==> src/hdl/cas_pkg.sv <==
// Shared types, constants and the square-root step for the circle span generator.
`default_nettype none
package cas_pkg;

  localparam int ROW_W    = 12;
  localparam int COL_W    = 13;
  localparam int CX_W     = 16;
  localparam int R_W      = 15;
  localparam int SQ_W     = 2 * R_W;
  localparam int ROOT_W   = R_W;
  localparam int REM_W    = ROOT_W + 2;
  localparam int CNT_W    = 2;
  localparam int CFG_W    = 16;
  localparam int CFG_IDX_W = 3;
  localparam int FRAC_BITS_DEF = 4;

  localparam logic [CFG_IDX_W-1:0] CFG_RING_MODE    = 3'd0;
  localparam logic [CFG_IDX_W-1:0] CFG_CENTER_X     = 3'd1;
  localparam logic [CFG_IDX_W-1:0] CFG_CENTER_Y     = 3'd2;
  localparam logic [CFG_IDX_W-1:0] CFG_OUTER_RADIUS = 3'd3;
  localparam logic [CFG_IDX_W-1:0] CFG_INNER_RADIUS = 3'd4;
  localparam logic [CFG_IDX_W-1:0] CFG_CLIP_ENABLE  = 3'd5;
  localparam logic [CFG_IDX_W-1:0] CFG_CLIP_LEFT    = 3'd6;
  localparam logic [CFG_IDX_W-1:0] CFG_CLIP_RIGHT   = 3'd7;

  typedef struct packed {
    logic                    ring_mode;
    logic signed [CX_W-1:0]  center_x;
    logic signed [CX_W-1:0]  center_y;
    logic [R_W-1:0]          outer_radius;
    logic [R_W-1:0]          inner_radius;
    logic                    clip_enable;
    logic signed [COL_W-1:0] clip_left;
    logic signed [COL_W-1:0] clip_right;
  } cas_cfg_t;

  typedef struct packed {
    logic              ok;
    logic [SQ_W-1:0]   n;
    logic [REM_W-1:0]  rem;
    logic [ROOT_W-1:0] root;
  } cas_lane_t;

  typedef struct packed {
    cas_lane_t outer;
    cas_lane_t inner;
  } cas_lanes_t;

  // one digit of the integer square root: bring down two bits, try root*4+1
  function automatic cas_lane_t sq_step(input cas_lane_t a, input int step);
    logic [REM_W+1:0] rem_sh;
    logic [REM_W+1:0] trial;
    cas_lane_t        b;
    rem_sh = {a.rem, a.n[2*step +: 2]};
    trial  = (REM_W+2)'({a.root, 2'b01});
    b      = a;
    if (rem_sh >= trial) begin
      b.rem  = REM_W'(rem_sh - trial);
      b.root = {a.root[ROOT_W-2:0], 1'b1};
    end else begin
      b.rem  = REM_W'(rem_sh);
      b.root = {a.root[ROOT_W-2:0], 1'b0};
    end
    return b;
  endfunction

endpackage
`default_nettype wire

==> src/hdl/cas_if.sv <==
// Row and span channel interfaces.
`default_nettype none
interface cas_row_if;
  import cas_pkg::*;
  logic                    valid;
  logic                    ready;
  logic signed [ROW_W-1:0] row_y;
  modport source (output valid, output row_y, input ready);
  modport sink (input valid, input row_y, output ready);
endinterface

interface cas_span_if;
  import cas_pkg::*;
  logic                    valid;
  logic                    ready;
  logic [CNT_W-1:0]        span_count;
  logic signed [COL_W-1:0] first_left;
  logic signed [COL_W-1:0] first_right;
  logic signed [COL_W-1:0] second_left;
  logic signed [COL_W-1:0] second_right;
  modport source (output valid, output span_count, output first_left, output first_right,
                  output second_left, output second_right, input ready);
  modport sink (input valid, input span_count, input first_left, input first_right,
                input second_left, input second_right, output ready);
endinterface
`default_nettype wire

==> src/hdl/circle_annulus_span_gen.sv <==
// Top level: configuration registers, front stages, square-root cell row, span back end.
// Registers from row word to span word: 3 front, 15 root cells, 2 back.
// Throughput: one row word per cycle unless stalled; each root cell adds one digit.
// A stalled output holds its word while earlier stages keep filling their empty slots.
// Reset (synchronous, rst high) clears all configuration registers and all valid flags.
`default_nettype none
module circle_annulus_span_gen #(
  parameter int FRAC_BITS = cas_pkg::FRAC_BITS_DEF
) (
  input  wire                            clk,
  input  wire                            rst,
  input  wire                            cfg_write,
  input  wire [cas_pkg::CFG_IDX_W-1:0]   cfg_index,
  input  wire [cas_pkg::CFG_W-1:0]       cfg_data,
  cas_row_if.sink                        rows,
  cas_span_if.source                     spans
);
  import cas_pkg::*;

  cas_cfg_t   cfg;
  logic       cv [0:ROOT_W];
  logic       cr [0:ROOT_W];
  cas_lanes_t cd [0:ROOT_W];

  always_ff @(posedge clk) begin
    if (rst) begin
      cfg <= '0;
    end else if (cfg_write) begin
      unique case (cfg_index)
        CFG_RING_MODE:    cfg.ring_mode    <= cfg_data[0];
        CFG_CENTER_X:     cfg.center_x     <= cfg_data[CX_W-1:0];
        CFG_CENTER_Y:     cfg.center_y     <= cfg_data[CX_W-1:0];
        CFG_OUTER_RADIUS: cfg.outer_radius <= cfg_data[R_W-1:0];
        CFG_INNER_RADIUS: cfg.inner_radius <= cfg_data[R_W-1:0];
        CFG_CLIP_ENABLE:  cfg.clip_enable  <= cfg_data[0];
        CFG_CLIP_LEFT:    cfg.clip_left    <= cfg_data[COL_W-1:0];
        CFG_CLIP_RIGHT:   cfg.clip_right   <= cfg_data[COL_W-1:0];
        default: ;
      endcase
    end
  end

  cas_front #(.FRAC_BITS(FRAC_BITS)) u_front (
    .clk(clk), .rst(rst), .cfg(cfg), .rows(rows),
    .out_valid(cv[0]), .out_ready(cr[0]), .out_data(cd[0])
  );

  for (genvar k = 0; k < ROOT_W; k++) begin : g_cell
    cas_cell #(.STEP(ROOT_W - 1 - k)) u_cell (
      .clk(clk), .rst(rst),
      .in_valid(cv[k]), .in_ready(cr[k]), .in_data(cd[k]),
      .out_valid(cv[k+1]), .out_ready(cr[k+1]), .out_data(cd[k+1])
    );
  end

  cas_back #(.FRAC_BITS(FRAC_BITS)) u_back (
    .clk(clk), .rst(rst), .cfg(cfg),
    .in_valid(cv[ROOT_W]), .in_ready(cr[ROOT_W]), .in_data(cd[ROOT_W]),
    .spans(spans)
  );

  a_count_range: assert property (@(posedge clk) disable iff (rst)
    spans.valid |-> spans.span_count != 2'd3)
    else $error("span count out of range");

  a_empty_zero: assert property (@(posedge clk) disable iff (rst)
    (spans.valid && spans.span_count == 2'd0) |->
      (spans.first_left == '0 && spans.first_right == '0))
    else $error("unused first slot not zero");

  a_second_zero: assert property (@(posedge clk) disable iff (rst)
    (spans.valid && spans.span_count != 2'd2) |->
      (spans.second_left == '0 && spans.second_right == '0))
    else $error("unused second slot not zero");

  a_first_order: assert property (@(posedge clk) disable iff (rst)
    (spans.valid && spans.span_count != 2'd0) |-> spans.first_left < spans.first_right)
    else $error("first span empty");

endmodule
`default_nettype wire

==> src/hdl/cas_front.sv <==
// Row offset, squares and radicands ahead of the square-root cells.
`default_nettype none
module cas_front #(
  parameter int FRAC_BITS = cas_pkg::FRAC_BITS_DEF
) (
  input  wire                 clk,
  input  wire                 rst,
  input  cas_pkg::cas_cfg_t   cfg,
  cas_row_if.sink             rows,
  output logic                out_valid,
  input  wire                 out_ready,
  output cas_pkg::cas_lanes_t out_data
);
  import cas_pkg::*;

  localparam int SH_W = ROW_W + FRAC_BITS;
  localparam int DY_W = ((SH_W > CX_W) ? SH_W : CX_W) + 1;
  localparam int P_W  = 2 * DY_W;

  logic                   v1, v2, v3;
  logic                   rdy1, rdy2, rdy3;
  logic signed [DY_W-1:0] dy;
  logic signed [DY_W-1:0] dy_next;
  logic [DY_W-1:0]        dy_mag;
  logic [P_W-1:0]         dy2;
  logic [SQ_W-1:0]        ro2, ri2;
  cas_lanes_t             lanes_next;

  assign rdy3 = !v3 || out_ready;
  assign rdy2 = !v2 || rdy3;
  assign rdy1 = !v1 || rdy2;
  assign rows.ready = rdy1;
  assign out_valid = v3;

  assign dy_next = (DY_W'(rows.row_y) <<< FRAC_BITS) - DY_W'(cfg.center_y);
  assign dy_mag  = dy[DY_W-1] ? DY_W'(-dy) : DY_W'(dy);

  always_comb begin
    lanes_next = '0;
    lanes_next.outer.ok = (P_W'(ro2) >= dy2);
    lanes_next.outer.n  = ro2 - dy2[SQ_W-1:0];
    lanes_next.inner.ok = (P_W'(ri2) >= dy2);
    lanes_next.inner.n  = ri2 - dy2[SQ_W-1:0];
  end

  always_ff @(posedge clk) begin
    if (rst) begin
      v1 <= 1'b0;
      v2 <= 1'b0;
      v3 <= 1'b0;
    end else begin
      if (rdy1) v1 <= rows.valid;
      if (rdy2) v2 <= v1;
      if (rdy3) v3 <= v2;
    end
  end

  always_ff @(posedge clk) begin
    if (rdy1 && rows.valid) dy <= dy_next;
    if (rdy2 && v1) begin
      dy2 <= dy_mag * dy_mag;
      ro2 <= cfg.outer_radius * cfg.outer_radius;
      ri2 <= cfg.inner_radius * cfg.inner_radius;
    end
    if (rdy3 && v2) out_data <= lanes_next;
  end

endmodule
`default_nettype wire

==> src/hdl/cas_cell.sv <==
// One square-root digit cell for the outer and inner lanes.
`default_nettype none
module cas_cell #(
  parameter int STEP = 0
) (
  input  wire                 clk,
  input  wire                 rst,
  input  wire                 in_valid,
  output logic                in_ready,
  input  cas_pkg::cas_lanes_t in_data,
  output logic                out_valid,
  input  wire                 out_ready,
  output cas_pkg::cas_lanes_t out_data
);
  import cas_pkg::*;

  logic valid;

  assign in_ready  = !valid || out_ready;
  assign out_valid = valid;

  always_ff @(posedge clk) begin
    if (rst) begin
      valid <= 1'b0;
    end else if (in_ready) begin
      valid <= in_valid;
    end
  end

  always_ff @(posedge clk) begin
    if (in_ready && in_valid) begin
      out_data.outer <= sq_step(in_data.outer, STEP);
      out_data.inner <= sq_step(in_data.inner, STEP);
    end
  end

endmodule
`default_nettype wire

==> src/hdl/cas_back.sv <==
// Edge columns, clipping and span packing into the output register.
`default_nettype none
module cas_back #(
  parameter int FRAC_BITS = cas_pkg::FRAC_BITS_DEF
) (
  input  wire                 clk,
  input  wire                 rst,
  input  cas_pkg::cas_cfg_t   cfg,
  input  wire                 in_valid,
  output logic                in_ready,
  input  cas_pkg::cas_lanes_t in_data,
  cas_span_if.source          spans
);
  import cas_pkg::*;

  localparam int EW   = CX_W + 2;
  localparam int HALF = (1 << FRAC_BITS) >> 1;
  localparam logic signed [EW-1:0] RND    = EW'((1 << FRAC_BITS) - 1);
  localparam logic signed [EW-1:0] HALF_E = EW'(HALF);
  localparam logic signed [EW-1:0] COL_LO = EW'(-(1 << (COL_W - 1)));
  localparam logic signed [EW-1:0] COL_HI = EW'((1 << (COL_W - 1)) - 1);

  function automatic logic signed [COL_W-1:0] to_col(input logic signed [EW-1:0] v);
    logic signed [EW-1:0] q;
    q = v[EW-1] ? ((v + RND) >>> FRAC_BITS) : (v >>> FRAC_BITS);
    if (q < COL_LO) return COL_LO[COL_W-1:0];
    if (q > COL_HI) return COL_HI[COL_W-1:0];
    return q[COL_W-1:0];
  endfunction

  logic                    v1, v2, rdy1, rdy2;
  logic                    ok_o, ok_i;
  logic signed [COL_W-1:0] ol, orr, il, ir;
  logic signed [EW-1:0]    cx, ho, hi;
  logic signed [COL_W-1:0] cl_l, cl_r;
  logic signed [COL_W-1:0] a_l, a_r, b_l, b_r;
  logic                    a_ok, b_ok, ring;
  logic [CNT_W-1:0]        cnt_next;
  logic signed [COL_W-1:0] fl_next, fr_next, sl_next, sr_next;

  assign rdy2 = !v2 || spans.ready;
  assign rdy1 = !v1 || rdy2;
  assign in_ready = rdy1;
  assign spans.valid = v2;

  assign cx = EW'(cfg.center_x);
  assign ho = EW'(in_data.outer.root);
  assign hi = EW'(in_data.inner.root);

  always_comb begin
    cl_l = ol;
    cl_r = orr;
    if (cfg.clip_enable) begin
      if (ol < cfg.clip_left) cl_l = cfg.clip_left;
      if (orr > cfg.clip_right) cl_r = cfg.clip_right;
    end
    ring = cfg.ring_mode && ok_i;
    a_l  = cl_l;
    a_r  = ring ? il : cl_r;
    b_l  = ir;
    b_r  = cl_r;
    a_ok = ok_o && (a_l < a_r);
    b_ok = ok_o && ring && (b_l < b_r);
    fl_next = '0;
    fr_next = '0;
    sl_next = '0;
    sr_next = '0;
    cnt_next = '0;
    if (a_ok) begin
      fl_next = a_l;
      fr_next = a_r;
      if (b_ok) begin
        sl_next = b_l;
        sr_next = b_r;
        cnt_next = CNT_W'(2);
      end else begin
        cnt_next = CNT_W'(1);
      end
    end else if (b_ok) begin
      fl_next = b_l;
      fr_next = b_r;
      cnt_next = CNT_W'(1);
    end
  end

  always_ff @(posedge clk) begin
    if (rst) begin
      v1 <= 1'b0;
      v2 <= 1'b0;
    end else begin
      if (rdy1) v1 <= in_valid;
      if (rdy2) v2 <= v1;
    end
  end

  always_ff @(posedge clk) begin
    if (rdy1 && in_valid) begin
      ok_o <= in_data.outer.ok;
      ok_i <= in_data.inner.ok;
      ol   <= to_col(cx - ho);
      orr  <= to_col(cx + ho);
      il   <= to_col(cx - hi + HALF_E);
      ir   <= to_col(cx + hi + HALF_E);
    end
    if (rdy2 && v1) begin
      spans.span_count   <= cnt_next;
      spans.first_left   <= fl_next;
      spans.first_right  <= fr_next;
      spans.second_left  <= sl_next;
      spans.second_right <= sr_next;
    end
  end

endmodule
`default_nettype wire

==> src/flat_wrapper.sv <==
// flat-port wrapper written by rule: the top's interface ports become plain ports
module circle_annulus_span_gen_flat import cas_pkg::*;
#(
  parameter int FRAC_BITS = cas_pkg::FRAC_BITS_DEF
)
  (clk, rst, cfg_write, cfg_index, cfg_data, rows_valid, rows_row_y, rows_ready, spans_valid, spans_span_count, spans_first_left, spans_first_right, spans_second_left, spans_second_right, spans_ready);
  cas_row_if rows_i ();
  cas_span_if spans_i ();
  input  wire clk;
  input  wire rst;
  input  wire cfg_write;
  input  wire [cas_pkg::CFG_IDX_W-1:0] cfg_index;
  input  wire [cas_pkg::CFG_W-1:0] cfg_data;
  input wire logic [$bits(rows_i.valid)-1:0] rows_valid;
  input wire logic [$bits(rows_i.row_y)-1:0] rows_row_y;
  output wire logic [$bits(rows_i.ready)-1:0] rows_ready;
  output wire logic [$bits(spans_i.valid)-1:0] spans_valid;
  output wire logic [$bits(spans_i.span_count)-1:0] spans_span_count;
  output wire logic [$bits(spans_i.first_left)-1:0] spans_first_left;
  output wire logic [$bits(spans_i.first_right)-1:0] spans_first_right;
  output wire logic [$bits(spans_i.second_left)-1:0] spans_second_left;
  output wire logic [$bits(spans_i.second_right)-1:0] spans_second_right;
  input wire logic [$bits(spans_i.ready)-1:0] spans_ready;
  assign rows_i.valid = rows_valid;
  assign rows_i.row_y = rows_row_y;
  assign rows_ready = rows_i.ready;
  assign spans_valid = spans_i.valid;
  assign spans_span_count = spans_i.span_count;
  assign spans_first_left = spans_i.first_left;
  assign spans_first_right = spans_i.first_right;
  assign spans_second_left = spans_i.second_left;
  assign spans_second_right = spans_i.second_right;
  assign spans_i.ready = spans_ready;
  circle_annulus_span_gen #(.FRAC_BITS(FRAC_BITS)) u_core (.clk(clk), .rst(rst), .cfg_write(cfg_write), .cfg_index(cfg_index), .cfg_data(cfg_data), .rows(rows_i), .spans(spans_i));
endmodule
==> config.mk <==
export PLATFORM = sky130hd
export DESIGN_NAME = circle_annulus_span_gen_flat
export DESIGN_NICKNAME = d
export VERILOG_FILES = /design/src/hdl/cas_pkg.sv /design/src/hdl/cas_if.sv /design/src/hdl/circle_annulus_span_gen.sv /design/src/hdl/cas_front.sv /design/src/hdl/cas_cell.sv /design/src/hdl/cas_back.sv /design/src/flat_wrapper.sv
export SDC_FILE = /design/constraint.sdc
export NUM_CORES = 2
export LEC_CHECK = 0
export BUFFER_PORTS_ARGS = -buffer_cell sky130_fd_sc_hd__buf_2
export CAP_MARGIN = 20
export CORE_ASPECT_RATIO = 1.25
export CORE_MARGIN = 2
export CORE_UTILIZATION = 25
export DETAILED_ROUTE_END_ITERATION = 8
export PLACE_DENSITY = 0.35
export SLEW_MARGIN = 5
export SYNTH_ARGS = -nofsm -noshare
export SYNTH_HDL_FRONTEND = slang
export SYNTH_SLANG_ARGS = --single-unit
export TNS_END_PERCENT = 5
==> constraint.sdc <==
create_clock -name clk -period 13.25 [get_ports clk]
set_clock_uncertainty 0.15 [all_clocks]
set_input_delay 2.65 -clock clk [delete_from_list [all_inputs] [get_ports clk]]
set_output_delay 2.65 -clock clk [all_outputs]
set_load 0.01 [all_outputs]
Yosys cells after proc, flatten, opt, wreduce, memory -nomap -nowiden
Index checks and enable logic that the tools add are counted.

Flip-flop bits (word level): 1739. Latch bits: 0. Bits in writable memories: 0. Bits in read-only memories: 0. Input port bits: 36. Output and inout port bits: 56. Word-level logic and storage cells: 417. Memories kept: 0.

Add/sub/neg operators: 42. Multipliers: 3. Div/mod/pow operators: 0. $lt $le $gt $ge: 44. Equality and inequality tests: 7. Shift-type cells: 0. Muxes and demuxes: 83. Bitwise operators: 0. Reduce and logical (&&, ||, !) cells: 73.

Operators by type and width (count): $mux 32 (26); $ge 19x17->1 (28); $sub 17x17->17 (26); $mux 13 (25); $add 17x5->18 const B (4); $gt 18x13->1 const B (4); $lt 18x13->1 const B (4); $mux 18 (4); $ge 30x34->1 (2); $mul 15x15->30 (2); $sub 30x30->30 (2); $mux 17 (3); $sub 16x16->17 (3); $lt 13x13->1 (3); $add 18x5->18 const B (2); $add 16x16->17 (2); $mul 17x17->34 (1); $logic_and 1x1->1 (24); $mux 1 (23); $logic_not 1->1 (20); $logic_or 1x1->1 (20); $neg 17->17 (1); $reduce_and 2->1 (8); $gt 13x13->1 (1); other kinds (7) (14).

Longest topological paths before layout
Depth after elaboration: 22. Mapped depth: 32. Depth with buffers taken out: 30.

By module
From an unflattened synthesis, not the netlist that was laid out.

Cells, all modules: 11245. Area, all modules: 134546.5 sq um.

Modules (own cells, without submodules): cas_cell (times used 15, cells an instance 455, area an instance 6080.8 sq um, seq. area each 3803.6 sq um); cas_front (times used 1, cells an instance 2987, area an instance 29469.5 sq um, seq. area each 5165.0 sq um); cas_back (times used 1, cells an instance 1113, area an instance 10196.0 sq um, seq. area each 3283.1 sq um); circle_annulus_span_gen (times used 1, cells an instance 320, area an instance 3668.5 sq um, seq. area each 1801.7 sq um).

Least setup slack after synthesis
Ideal clock, no wire load.

Path type: input to register. Start: in spans_ready. End: reg u_core.u_front.dy2[0] (enable). Library setup time: 680 ps. Arrival: 10652 ps. Data required time: 12420 ps. Path slack: 1768 ps. Stages: 9. Path buffers: 1. Cells stage by stage: nor2b_1 and2_1 and3_1 and3_1 and3_1 and3_1 and3_1 clkbuf_1 a21boi_0.

Longest elaborated chain between the ends: 20.

Ends and longest elaborated chain: from (decl) (RTL line flat_wrapper.sv:23) `input wire logic [$bits(spans_i.ready)-1:0] spans_ready;`; $logic_or 1x1->1 (RTL line cas_back.sv:41) `assign rdy2 = !v2 || spans.ready;`; $logic_or 1x1->1 (RTL line cas_back.sv:42) `assign rdy1 = !v1 || rdy2;`; $logic_or 1x1->1 (15 in series) (RTL line cas_cell.sv:19) `assign in_ready = !valid || out_ready;`; $logic_or 1x1->1 (RTL line cas_front.sv:29) `assign rdy3 = !v3 || out_ready;`; $logic_or 1x1->1 (RTL line cas_front.sv:30) `assign rdy2 = !v2 || rdy3;`; $logic_and 1x1->1 (RTL line cas_front.sv:60) `if (rdy2 && v1) begin`; to (signal assigned) (RTL line cas_front.sv:61) `dy2 <= dy_mag * dy_mag;`; to (decl) (RTL line cas_front.sv:25) `logic [P_W-1:0] dy2;`.

Every way passes these cells. A chain may end at the register's enable or synchronous reset.

Worst setup path after layout
Start: reg u_core.u_front.dy[0]. End: reg u_core.u_front.dy2[33], data pin.

Longest elaborated chain between the ends: 3.

Ends and longest elaborated chain: from (decl) (RTL line cas_front.sv:22) `logic signed [DY_W-1:0] dy;`; from (signal assigned) (RTL line cas_front.sv:59) `if (rdy1 && rows.valid) dy <= dy_next;`; $neg 17->17 (RTL line cas_front.sv:36) `assign dy_mag = dy[DY_W-1] ? DY_W'(-dy) : DY_W'(dy);`; $mux 17 (*) (RTL line cas_front.sv:36); $mul 17x17->34 (*) (RTL line cas_front.sv:61).

Mark *: on every way between the ends. The rest lies on a longest branch, timed or not.

==> Flow_metrics.wiki <==
{| class="wikitable"
! Metric !! Value
|-
| Result of the run || completed
|-
| DR pass1 iterations || 5
|-
| Port bufs || 91
|-
| Root Buffer Master || clkbuf_16
|-
| Most used DFF post-synth || edfxtp_1
|-
| Static power due to leakage || 42.9 nW
|-
| Global-route congestion overflow total || 0
|-
| Power Density || 182 mW/mm2
|-
| Unrepaired setup endpoints after global routing || false
|-
| Routed vias/inst || between 4 and 5
|-
| Required @ worst endpoint || between 10 and 15 ns
|-
| Total non-filler cell area in the finished layout || between 0.1 and 0.15 mm2
|-
| TritonCTS Sinks || roughly 1500
|-
| Hold_ws || 0.246 ns
|-
| Clock Latency Late Sink || around 0.86 ns
|-
| Critical hold path startpoint || u_core.g_cell[9].u_cell.out_data[100]
|-
| Count of boundary I/O pins || 92
|-
| Largest net degree at the start of global routing || between 70 and 80
|-
| Final critical-path share of the clock period || roughly 72%
|-
| Total number of nets in the final design || 9688
|-
| Half-perimeter wire length of the detailed placement result || around 190000 um
|-
| Routed wire per std cell || approximately 18 um
|-
| Avg Synthesized Cell Area || around 11 um2
|-
| Number of antenna violations at the first check in global routing || 7
|-
| Worst setup slack after placement || around 3.7 ns
|-
| CTS hold repair buffers || 0
|-
| Area added between synthesis and finish || 13.8%
|-
| Total setup violations reported at the end of the flow || 0
|-
| Initial Util || 25.1%
|-
| Share of the yosys chip area belonging to registers || 47.7%
|-
| Placeable core area || 0.371 mm2
|-
| Number of cells on the worst hold path || 0
|-
| Max Fanout on Critical Path || 12
|-
| Area used by multi-input combinational logic || approximately 0.044 mm2
|-
| CP Data Arrival Time || ~10 ns
|-
| Post-synthesis cell type count || 88
|-
| Share of synthesized registers carrying an async set or reset || 0%
|-
| Total number of vias || around 59000
|-
| Worst Slack Setup Final || 3.70 ns
|-
| Cell area after placement || roughly 0.10 mm2
|-
| Startpoint types || flip-flop
|-
| Commonest non-fill, non-tap cells in the layout || edfxtp_1 (1408), inv_1 (1064), ha_1 (766)
|-
| Cts bufs inserted || roughly 180
|-
| Biggest cell delay along the critical path || ~0.66 ns
|-
| Cts repair resizes || 0
|-
| Vias in the first global route || ~62000
|-
| Fill cell instance count of the final layout || roughly 38000
|-
| Area used by sequential logic in the layout || approximately 0.044 mm2
|-
| Global-route wire length before repair || ~370000 um
|-
| Final sum of negative setup slack || 0 ns
|-
| Routability Congestion || a little over 0.8
|-
| Fraction of layout cells with a size suffix above 1 || just under 7%
|-
| Endpoint kind of the worst setup timing path || flip-flop
|-
| Number of cells traversed by the worst register-to-register path || 28
|-
| Synth area leaders || edfxtp_1 (45%), ha_1 (10%), fa_1 (10%)
|-
| Buffer depth of the longest clock path || 4
|-
| First-iteration detailed-routing DRC count || 2760
|-
| Cell with the largest stage delay on the worst path || o41ai_1
|-
| Endpoint of the lowest-slack register-to-register path || u_core.u_front.dy2[33]
|-
| Row Count || between 200 and 300
|-
| Critical path class || flip-flop to flip-flop
|-
| Die Y-Extent || between 600 and 700 um
|-
| Synthesis Warnings || 0
|-
| Final Max Slew Viols || 0
|-
| Tightest Hold Check Type || flip-flop to flip-flop
|-
| Hold Vio Cnt, Final || 0
|-
| Worst Tran Pin Value || approximately 1.1 ns
|-
| Clock tree from TritonCTS || yes
|-
| Sum of buffers and inverters on the critical path || 5
|-
| Fmax achieved || about 0.10 GHz
|-
| Detailed-route wire length || 243000 um
|-
| Most used cell along the critical path || fa_1
|-
| Post-synth top area cell || edfxtp_1
|-
| Synth Cell Area || 0.0932 mm2
|-
| Reg-to-reg startpoint || u_core.u_front.dy[0]
|-
| DRC violation count after routing || 0
|-
| Hold worst-path end || u_core.g_cell[10].u_cell.out_data[100]
|-
| Number of cells produced by synthesis || ~8200
|-
| Post-route minimum period || roughly 9.6 ns
|-
| Peak VDD IR || between 500 and 600 uV
|-
| # Post-CTS Setup Buffers || 0
|-
| Die outline area || ~0.38 mm2
|-
| Clock Pin Slew Worst Setup and Hold Paths || approximately 0.060 ns
|-
| Global-route usage over all layers || between 10% and 20%
|-
| Top cell type's share of synthesized area || a little under half
|-
| Count of flip-flops with a built-in enable after synthesis || approximately 1400
|-
| Remaining antenna violation count || 0
|-
| Tightest slew margin relative to the limit || between 20% and 30%
|-
| Post-synthesis register bit count || ~1500
|-
| Register-to-Register Setup Slack || 3.70 ns
|-
| Max H-tree Level || 4
|-
| Overall die width || between 500 and 600 um
|-
| Commonest non-fill, non-tap cell in the layout || edfxtp_1
|-
| Max-cap violation count || 0
|-
| Largest delay contributor family on the critical path || adder cells
|}
[synth_stat cells (70+ instances only)]
| cell | count |
|---|---|
| nor2_1 | 514 |
| o21ai_0 | 309 |
| fa_1 | 473 |
| nand2b_1 | 87 |
| nand3_1 | 113 |
| dfxtp_1 | 110 |
| nor3_1 | 158 |
| and2_1 | 180 |
| clkbuf_1 | 143 |
| edfxtp_1 | 1408 |
| ha_1 | 766 |
| nor2b_1 | 105 |
| xor2_1 | 172 |
| nand4_1 | 70 |
| a21oi_1 | 452 |
| xnor2_1 | 354 |
| nand2_1 | 675 |
| a21o_1 | 121 |
| o21a_1 | 125 |
| inv_1 | 1064 |
[per-stage QoR]
stage                     total power, mW  std cells  utilization [%]
final                                19.3      13500             28.6
after global routing                 21.1      13500             28.6
after global placement               14.6      13100             27.0
after detailed placement             14.5      13100             27.0
after floorplan                      12.4       8220                -
after CTS                            19.7      13500             28.6
[state kept, by name (all words and copies together), names as in the netlist, 15 cells and up]
register / flops
u_core.cfg: 90
u_core.g_cell.u_cell.out_data: 1130
u_core.g_cell.u_cell.out_valid: 15
u_core.u_front.dy: 17
u_core.u_front.dy2: 33
u_core.u_front.out_data: 62
u_core.u_front.ri2: 29
u_core.u_front.ro2: 29
[layout make-up]
cell class,instances,share of cell area [%]
diodes,4,0.00944
clock inverters,113,1.20
inverters,1073,3.80
clock buffers,211,4.38
well taps,4914,5.80
flip-flops and latches,1518,41.9
repair buffers,169,1.00
multi-input cells,5472,41.9
[worst register-to-register path: cells and delay by family, from the launching register on]
kind / cells / cell delay, ns
buf+inv: 5 / 0.83
flops: 1 / 0.58
compound gates: 9 / 2.28
fa+ha+maj: 7 / 3.34
xor+xnor: 2 / 0.48
simple gates: 5 / 1.61
[metal layers]
metal | routed length (um) | track usage (%) | part of all wire [%]
met5 | 184 | 0.333 | 0.076
met4 | 5870 | 3.22 | 2.4
met3 | 6840 | 1.65 | 2.8
met2 | 133000 | 24.8 | 55
met1 | 96900 | 14.4 | 40
[cells by family after synthesis]
kind of cell	synth area share [%]
other	0.00805
DFF	47.7
buffers and inverters	4.96
muxes	0.884
xor gates and xnor gates	4.94
and+or+nand+nor	11.6
AOI/OAI and AO/OA	9.46
adders and majority gates	20.4
[report_power, final]
part	total, mW	switching, mW	internal (mW)	leakage [nW]
registers	5.83	0.0691	5.76	13.5
logic	8.44	4.93	3.51	26.5
clock network	5.01	2.07	2.94	2.89
[worst max path at each step]
| stage | slack (ns) | cells past startpoint | endpoint | startpoint |
|---|---|---|---|---|
| 2_1_floorplan | 1.77 | 9 | u_core.u_front.dy2[0] | spans_ready |
| 3_3_place_gp | 3.85 | 25 | u_core.u_front.dy2[33] | u_core.u_front.dy[0] |
| 3_5_place_dp | 3.65 | 28 | u_core.u_front.dy2[33] | u_core.u_front.dy[0] |
| 4_1_cts | 3.60 | 28 | u_core.u_front.dy2[33] | u_core.u_front.dy[0] |
| 5_1_grt | 3.06 | 28 | u_core.u_front.dy2[33] | u_core.u_front.dy[0] |
| 6_report | 3.70 | 28 | u_core.u_front.dy2[33] | u_core.u_front.dy[0] |
Power figures use the tool's default switching activity.
